<file path="src/rtl/sse_pkg.sv">
// Shared types and constants for the sorted set engine.
package sse_pkg;

	localparam int CAPACITY = 64;
	localparam int KEY_BITS = 16;
	localparam int CNT_W    = $clog2(CAPACITY + 1);
	localparam int FUNC_W   = 2;
	localparam int IN_KEY_W = 16;
	localparam int STAT_W   = 2;
	localparam int OCC_W    = 7;

	typedef logic [KEY_BITS-1:0] key_t;
	typedef logic [CNT_W-1:0]    cnt_t;

	typedef enum logic [FUNC_W-1:0] {
		FN_MEMBER = 2'd0,
		FN_INSERT = 2'd1,
		FN_DELETE = 2'd2
	} func_t;

	typedef enum logic [STAT_W-1:0] {
		ST_NOT_DONE = 2'd0,
		ST_DONE     = 2'd1,
		ST_FULL     = 2'd2
	} status_t;

	typedef enum logic [1:0] {
		PH_IDLE,
		PH_CMP,
		PH_EXEC
	} phase_t;

	typedef struct packed {
		logic cmp;
		logic ins;
		logic del;
		key_t key;
	} cell_ctl_t;

endpackage

</file>
<file path="src/rtl/sorted_set_engine_core.sv">
// Sorted set engine top level: command control, count and a chain of key cells.
// Result strobe (done) is registered: a taken start beat moves the sequencer to compare, then execute,
// and done rises after execute. busy is high for the compare cycle only,
//   and the chain updates in the following cycle while the next start may be taken.
// Reset: arst_n clears the key count, the sequencer and done; cell keys are not reset.
// The receiver cannot stall: done is high for one cycle only per result.
module sorted_set_engine_core (
	input  logic                          clk,
	input  logic                          arst_n,
	input  logic                          start,
	output logic                          busy,
	input  logic [sse_pkg::FUNC_W-1:0]    func,
	input  logic [sse_pkg::IN_KEY_W-1:0]  key,
	output logic                          done,
	output logic [sse_pkg::STAT_W-1:0]    status,
	output logic [sse_pkg::OCC_W-1:0]     occupancy
);

	sse_pkg::phase_t    phase_q;
	sse_pkg::phase_t    phase_d;
	logic               accept;
	logic [sse_pkg::FUNC_W-1:0] func_q;
	sse_pkg::key_t      key_q;
	sse_pkg::cnt_t      count_q;
	logic               done_q;
	sse_pkg::status_t   status_q;
	sse_pkg::status_t   status_d;
	logic               present;
	logic               do_ins;
	logic               do_del;
	sse_pkg::cell_ctl_t ctl;

	sse_pkg::key_t      cell_keys [sse_pkg::CAPACITY];
	logic [sse_pkg::CAPACITY-1:0] lt_vec;
	logic [sse_pkg::CAPACITY-1:0] eq_vec;

	assign accept = start && !busy;

	always_ff @(posedge clk or negedge arst_n) begin
		if (!arst_n) begin
			phase_q <= sse_pkg::PH_IDLE;
		end else begin
			phase_q <= phase_d;
		end
	end

	always_comb begin
		busy    = 1'b0;
		phase_d = sse_pkg::PH_IDLE;
		case (phase_q)
			sse_pkg::PH_CMP: begin
				busy    = 1'b1;
				phase_d = sse_pkg::PH_EXEC;
			end
			sse_pkg::PH_IDLE, sse_pkg::PH_EXEC: begin
				phase_d = start ? sse_pkg::PH_CMP : sse_pkg::PH_IDLE;
			end
			default: phase_d = sse_pkg::PH_IDLE;
		endcase
	end

	always_ff @(posedge clk) begin
		if (accept) begin
			func_q <= func;
			key_q  <= sse_pkg::KEY_BITS'(key);
		end
	end

	assign present = |eq_vec;

	always_comb begin
		do_ins   = 1'b0;
		do_del   = 1'b0;
		status_d = sse_pkg::ST_NOT_DONE;
		if (phase_q == sse_pkg::PH_EXEC) begin
			case (func_q)
				sse_pkg::FN_MEMBER: begin
					status_d = present ? sse_pkg::ST_DONE : sse_pkg::ST_NOT_DONE;
				end
				sse_pkg::FN_INSERT: begin
					if (present) begin
						status_d = sse_pkg::ST_NOT_DONE;
					end else if (count_q >= sse_pkg::CNT_W'(sse_pkg::CAPACITY)) begin
						status_d = sse_pkg::ST_FULL;
					end else begin
						do_ins   = 1'b1;
						status_d = sse_pkg::ST_DONE;
					end
				end
				sse_pkg::FN_DELETE: begin
					if (present) begin
						do_del   = 1'b1;
						status_d = sse_pkg::ST_DONE;
					end
				end
				default: status_d = sse_pkg::ST_NOT_DONE;
			endcase
		end
	end

	assign ctl.cmp = (phase_q == sse_pkg::PH_CMP);
	assign ctl.ins = do_ins;
	assign ctl.del = do_del;
	assign ctl.key = key_q;

	always_ff @(posedge clk or negedge arst_n) begin
		if (!arst_n) begin
			count_q <= '0;
			done_q  <= 1'b0;
		end else begin
			done_q <= (phase_q == sse_pkg::PH_EXEC);
			if (do_ins) begin
				count_q <= count_q + sse_pkg::CNT_W'(1);
			end else if (do_del) begin
				count_q <= count_q - sse_pkg::CNT_W'(1);
			end
		end
	end

	always_ff @(posedge clk) begin
		if (phase_q == sse_pkg::PH_EXEC) begin
			status_q <= status_d;
		end
	end

	genvar gi;
	generate
		for (gi = 0; gi < sse_pkg::CAPACITY; gi++) begin : g_cell
			logic          occ;
			logic          left_lt;
			sse_pkg::key_t left_key;
			sse_pkg::key_t right_key;

			assign occ = (sse_pkg::CNT_W'(gi) < count_q);

			if (gi == 0) begin : g_first
				assign left_lt  = 1'b1;
				assign left_key = key_q;
			end else begin : g_mid
				assign left_lt  = lt_vec[gi-1];
				assign left_key = cell_keys[gi-1];
			end

			if (gi == sse_pkg::CAPACITY - 1) begin : g_last
				assign right_key = cell_keys[gi];
			end else begin : g_inner
				assign right_key = cell_keys[gi+1];
			end

			sse_cell u_cell (
				.clk       (clk),
				.ctl       (ctl),
				.occ       (occ),
				.left_lt   (left_lt),
				.left_key  (left_key),
				.right_key (right_key),
				.cell_key  (cell_keys[gi]),
				.lt        (lt_vec[gi]),
				.eq        (eq_vec[gi])
			);
		end
	endgenerate

	assign done      = done_q;
	assign status    = status_q;
	assign occupancy = sse_pkg::OCC_W'(count_q);

	a_count_bound: assert property (@(posedge clk) disable iff (!arst_n)
		count_q <= sse_pkg::CNT_W'(sse_pkg::CAPACITY))
		else $error("key count above capacity");

	a_done_after_exec: assert property (@(posedge clk) disable iff (!arst_n)
		(phase_q == sse_pkg::PH_EXEC) |=> done)
		else $error("no result beat after execute cycle");

	a_one_shift: assert property (@(posedge clk) disable iff (!arst_n)
		$onehot0({do_ins, do_del}))
		else $error("insert and delete shift at once");

	a_full_refusal: assert property (@(posedge clk) disable iff (!arst_n)
		(done && status == sse_pkg::ST_FULL) |-> count_q == sse_pkg::CNT_W'(sse_pkg::CAPACITY))
		else $error("full refusal with room left");

	a_count_step: assert property (@(posedge clk) disable iff (!arst_n)
		(phase_q != sse_pkg::PH_EXEC) |=> $stable(count_q))
		else $error("count changed outside execute cycle");

endmodule

</file>
<file path="src/rtl/sse_cell.sv">
// One storage cell of the sorted key chain: compare, shift up on insert, shift down on delete.
module sse_cell (
	input  logic                  clk,
	input  sse_pkg::cell_ctl_t    ctl,
	input  logic                  occ,
	input  logic                  left_lt,
	input  sse_pkg::key_t         left_key,
	input  sse_pkg::key_t         right_key,
	output sse_pkg::key_t         cell_key,
	output logic                  lt,
	output logic                  eq
);

	sse_pkg::key_t key_q;
	logic          lt_q;
	logic          eq_q;

	always_ff @(posedge clk) begin
		if (ctl.cmp) begin
			lt_q <= occ && (key_q < ctl.key);
			eq_q <= occ && (key_q == ctl.key);
		end
		if (ctl.ins && !lt_q) begin
			key_q <= left_lt ? ctl.key : left_key;
		end else if (ctl.del && !lt_q) begin
			key_q <= right_key;
		end
	end

	assign cell_key = key_q;
	assign lt       = lt_q;
	assign eq       = eq_q;

endmodule
</file>
<file path="config.mk">
export PLATFORM = sky130hd
export DESIGN_NAME = sorted_set_engine_core
export DESIGN_NICKNAME = d
export VERILOG_FILES = /design/src/rtl/sse_pkg.sv /design/src/rtl/sorted_set_engine_core.sv /design/src/rtl/sse_cell.sv
export SDC_FILE = /design/constraint.sdc
export NUM_CORES = 2
export LEC_CHECK = 0
export ABC_CLOCK_PERIOD_IN_PS = 13400
export BUFFER_PORTS_ARGS = -buffer_cell sky130_fd_sc_hd__buf_2
export CAP_MARGIN = 20
export CORE_UTILIZATION = 69
export DETAILED_ROUTE_END_ITERATION = 10
export HOLD_SLACK_MARGIN = 0.06
export PLACE_DENSITY = 0.86
export SYNTH_ARGS = -nofsm -noshare
export SYNTH_HDL_FRONTEND = slang
export SYNTH_HIERARCHICAL = 1
export SYNTH_SLANG_ARGS = --single-unit
</file>
<file path="constraint.sdc">
create_clock -name clk -period 13.4 [get_ports clk]
set_input_delay 1.34 -clock clk [delete_from_list [all_inputs] [get_ports clk]]
set_output_delay 1.34 -clock clk [all_outputs]
set_load 0.02 [all_outputs]
</file>
==> impl_metrics.prom <==
# TYPE chip_impl_metric gauge
chip_impl_info{name="rsz0062_at_grt",value="false"} 1
chip_impl_info{name="timing.critical_path.cells",value="nor4_1 -> nand4_1 -> nor4_4 -> and2_4 -> buf_4 -> nand2b_1 -> nand2_1 -> o21ai_0"} 1
chip_impl_metric{name="pwr-share-clk",unit=""} 0.380
chip_impl_metric{name="postCtsResizedCells",unit=""} 0
chip_impl_metric{name="timing_max_transition_violations_final",unit=""} 0
chip_impl_metric{name="first_pass_iteration_count_of_the_detailed_router",unit=""} 8
chip_impl_metric{name="timing.final.crit_share",unit=""} 0.454
chip_impl_info{name="slowest_stage_cell_on_the_critical_path",value="nor4_4"} 1
chip_impl_metric{name="dpl.cell_count",unit=""} 10179
chip_impl_metric{name="io_buffers",unit=""} 31
chip_impl_metric{name="routed_wire_length_per_instance",unit="µm"} 22.3
chip_impl_metric{name="final-setup-viol-count",unit=""} 0
chip_impl_metric{name="final_layout_size_suffix_gt1_frac",unit=""} 0.0552
chip_impl_metric{name="drv_cap",unit=""} 0
chip_impl_metric{name="worst_clock_skew_on_the_final_layout",unit="ps"} 33.3
chip_impl_metric{name="grt_antenna_before_repair",unit=""} 4
chip_impl_metric{name="drt.antenna.violating_nets",unit=""} 0
chip_impl_metric{name="combinational_power_share",unit=""} 0.177
chip_impl_metric{name="post_synth.cell_area_avg",unit="µm²"} 9.68
chip_impl_metric{name="pwr_density_cell",unit="mW/mm²"} 106
chip_impl_metric{name="first_global_vias",unit=""} 68351
chip_impl_metric{name="post_synth_num_cell_types",unit=""} 43
chip_impl_metric{name="sw_frac_of_total",unit=""} 0.289
chip_impl_metric{name="boundaryPins",unit=""} 32
chip_impl_metric{name="clock_tree.buffer_depth",unit=""} 3
chip_impl_info{name="worstHoldPathType",value="primary input to async pin"} 1
chip_impl_metric{name="postLayoutCoreUtil",unit=""} 0.744
chip_impl_metric{name="maxSlewHeadroom",unit=""} 0.207
chip_impl_metric{name="hold_viol",unit=""} 0
chip_impl_metric{name="async_flop_share",unit=""} 0.00846
chip_impl_metric{name="cts.sinks",unit=""} 1182
chip_impl_metric{name="stdcell_count",unit=""} 10437
chip_impl_metric{name="netSwitchingPower",unit="mW"} 2.77
chip_impl_metric{name="layout_min_cycle_time",unit="ps"} 6080
chip_impl_metric{name="numCtsBuffers",unit=""} 133
chip_impl_metric{name="worst-r2r-setup-slack",unit="ps"} 7320
chip_impl_metric{name="clock_latency",unit="ps"} 770
chip_impl_metric{name="hold_buffers",unit=""} 0
chip_impl_metric{name="place.detailed.hpwl",unit="µm"} 163000
chip_impl_metric{name="synth_cells",unit=""} 8741
chip_impl_metric{name="h-tree-depth",unit=""} 4
chip_impl_metric{name="clk_pin_slew_worst_paths",unit="ps"} 60
chip_impl_metric{name="internal-power",unit="mW"} 6.82
chip_impl_metric{name="post_synthesis_sequential_element_count",unit=""} 1182
chip_impl_metric{name="maximum_number_of_pins_on_one_net_before_global_route_repair",unit=""} 130
chip_impl_metric{name="worst-path-buf-inv",unit=""} 1
chip_impl_metric{name="power.ir.vdd_worst",unit="V"} 0.000125
chip_impl_metric{name="gr-usage-all-layers",unit=""} 0.367
chip_impl_metric{name="initial_drt_markers",unit=""} 8056
chip_impl_metric{name="totalNegativeSetupSlack",unit="ps"} 0
chip_impl_metric{name="ys_seq_area_frac",unit=""} 0.419
chip_impl_metric{name="power.sequential.fraction",unit=""} 0.444
chip_impl_metric{name="worst_hold_slack",unit="ps"} 474
chip_impl_metric{name="leakage",unit="nW"} 41.3
chip_impl_metric{name="grt_overflow_total",unit=""} 0
chip_impl_metric{name="syn_nets",unit=""} 9789
chip_impl_metric{name="critPathMaxFanout",unit=""} 73
chip_impl_metric{name="detailroute.via_count",unit=""} 68782
chip_impl_info{name="cts_tree",value="yes"} 1
chip_impl_metric{name="area.growth.synth_to_final",unit="%"} 7.03
chip_impl_metric{name="gpl_congestion",unit=""} 0.917
chip_impl_metric{name="drt-total-wl",unit="µm"} 233000
chip_impl_info{name="path_class",value="flop to flop"} 1
chip_impl_metric{name="wire_length_of_the_first_global_routing_pass",unit="µm"} 364000
chip_impl_metric{name="critPathMaxStageDelay",unit="ps"} 1040
chip_impl_info{name="crit_path_start_kind",value="flop"} 1
chip_impl_metric{name="final_net_count",unit=""} 9755
chip_impl_metric{name="tightest_slew",unit="ps"} 1190
chip_impl_metric{name="cp.arrival",unit="ps"} 6540
chip_impl_metric{name="floorplan.die_area",unit="mm²"} 0.124
chip_impl_metric{name="cts_setup_buffers",unit=""} 0
chip_impl_metric{name="worst_ep_required_time",unit="ps"} 13860
chip_impl_metric{name="synth-edff-count",unit=""} 1172
chip_impl_metric{name="die_h",unit="µm"} 352
chip_impl_info{name="clock_tree.root_cell",value="clkbuf_16"} 1
chip_impl_metric{name="post-route-drc-count",unit=""} 0
chip_impl_metric{name="floorplan.initialDensity",unit=""} 0.695
chip_impl_metric{name="rows",unit=""} 128
chip_impl_metric{name="core",unit="mm²"} 0.122
chip_impl_info{name="ys.flop_type",value="edfxtp_1"} 1
chip_impl_metric{name="mappedNetlistArea",unit="mm²"} 0.0846
chip_impl_info{name="worst_path_dominant_cell_family",value="simple AND/OR/NAND/NOR gates"} 1
chip_impl_info{name="setup.worst_path.end_class",value="flop"} 1
chip_impl_metric{name="yosysWarnings",unit=""} 6
chip_impl_metric{name="via_per_inst",unit=""} 6.59
chip_impl_info{name="run_status",value="finished clean"} 1
chip_impl_metric{name="achievable_clock_frequency",unit="MHz"} 164
chip_impl_metric{name="die-width",unit="µm"} 352
power by group through the flow:
stage	logic [mW]	clock network [mW]	registers, mW
CTS	1.63	3.65	4.25
global route	1.79	3.79	4.26
global placement	1.52	0	4.32
finish	1.69	3.64	4.25
floorplan	1.17	0	4.27
detailed placement	1.61	0	4.33
Yosys cell counts (all sizes together) (81+ instances only):
master	count	area (µm²)
nand2	1379	5180
edfxtp	1172	35200
o21ai	1170	5860
inv	1096	4110
mux2i	1032	10300
ha	1027	12800
a21oi	451	2740
nor2	270	1010
clkbuf	204	766
nand2b	138	863
buf	133	993
nand4	133	832
nand3	132	661
a21o	81	608
nor4	81	528
placed cells by master, fill, tap and decap left out, types with 31 or more instances in the layout:
master / count
nand3_1: 132
buf_2: 31
a21o_1: 81
mux2i_1: 1032
inv_1: 1096
edfxtp_1: 1172
a211oi_1: 64
a21oi_2: 128
buf_4: 105
clkinv_1: 39
and3_1: 64
nand2b_1: 138
o21ai_1: 64
nand4_1: 133
nand2_1: 1379
clkbuf_16: 137
a21oi_1: 323
ha_1: 1027
o21ai_0: 1106
a221o_1: 64
nor2_1: 269
nor4_1: 79
flip-flops by register name (all words and copies together) (netlist names):
signal and count:
g_cell.left_key 16, done 1, phase_q 2, func_q 2, occupancy 7, g_cell.u_cell/eq 64, status 2, g_cell.u_cell/cell_key 1024
g_cell.u_cell/lt 64
logic make-up (layout without fill, tap and decap cells):
group,count (synthesis),count (layout),share of synthesized area
mux,1032,1032,0.122
xor+xnor,5,5,0.000518
simple gates,2214,2214,0.113
other cells,1,2,0.0000443
buf+inv,1433,1503,0.0694
fa+ha+maj,1027,1027,0.152
compound gates,1847,1847,0.124
flops,1182,1182,0.419
worst paths after layout:
| kind | from | end | cells past startpoint |
|---|---|---|---|
| min | arst_n | done | 1 |
| min in group clk | phase_q[0] | phase_q[0] | 1 |
| max in group asynchronous | arst_n | occupancy[6] | 1 |
| max reg2reg | g_cell[6].u_cell/eq | g_cell[62].u_cell/cell_key[0] | 8 |
| min reg2reg | phase_q[0] | phase_q[0] | 1 |
| max | g_cell[6].u_cell/eq | g_cell[62].u_cell/cell_key[0] | 8 |
cell type report:
class | count | area [µm²]
antenna | 1 | 2.50
clock buffer | 157 | 3510
clock inverter | 82 | 736
fill | 7895 | 31200
inverter | 1096 | 4110
multi-input combinational | 6126 | 43300
sequential | 1182 | 35400
tap | 1625 | 2030
timing repair buffer | 168 | 1400
per-layer routing:
| layer | track usage | vias to the layer above | routed length [µm] |
|---|---|---|---|
| met1 | 0.457 | 32609 | 85800 |
| li1 | - | 30993 | - |
| met5 | 0 | - | 26 |
| met3 | 0.0647 | 908 | 24500 |
| met4 | 0.195 | 2 | 12100 |
| met2 | 0.608 | 4270 | 111000 |
per-stage QoR:
stage | total power [mW] | setup slack, ps | cell area (µm²)
global placement | 5.84 | 7570 | 85900
finish | 9.59 | 7320 | 90500
global route | 9.84 | 7160 | 90500
floorplan | 5.44 | 4170 | 84600
CTS | 9.53 | 7560 | 90300
detailed placement | 5.93 | 7580 | 86100
No activity file was read; power rests on OpenSTA's default activity.
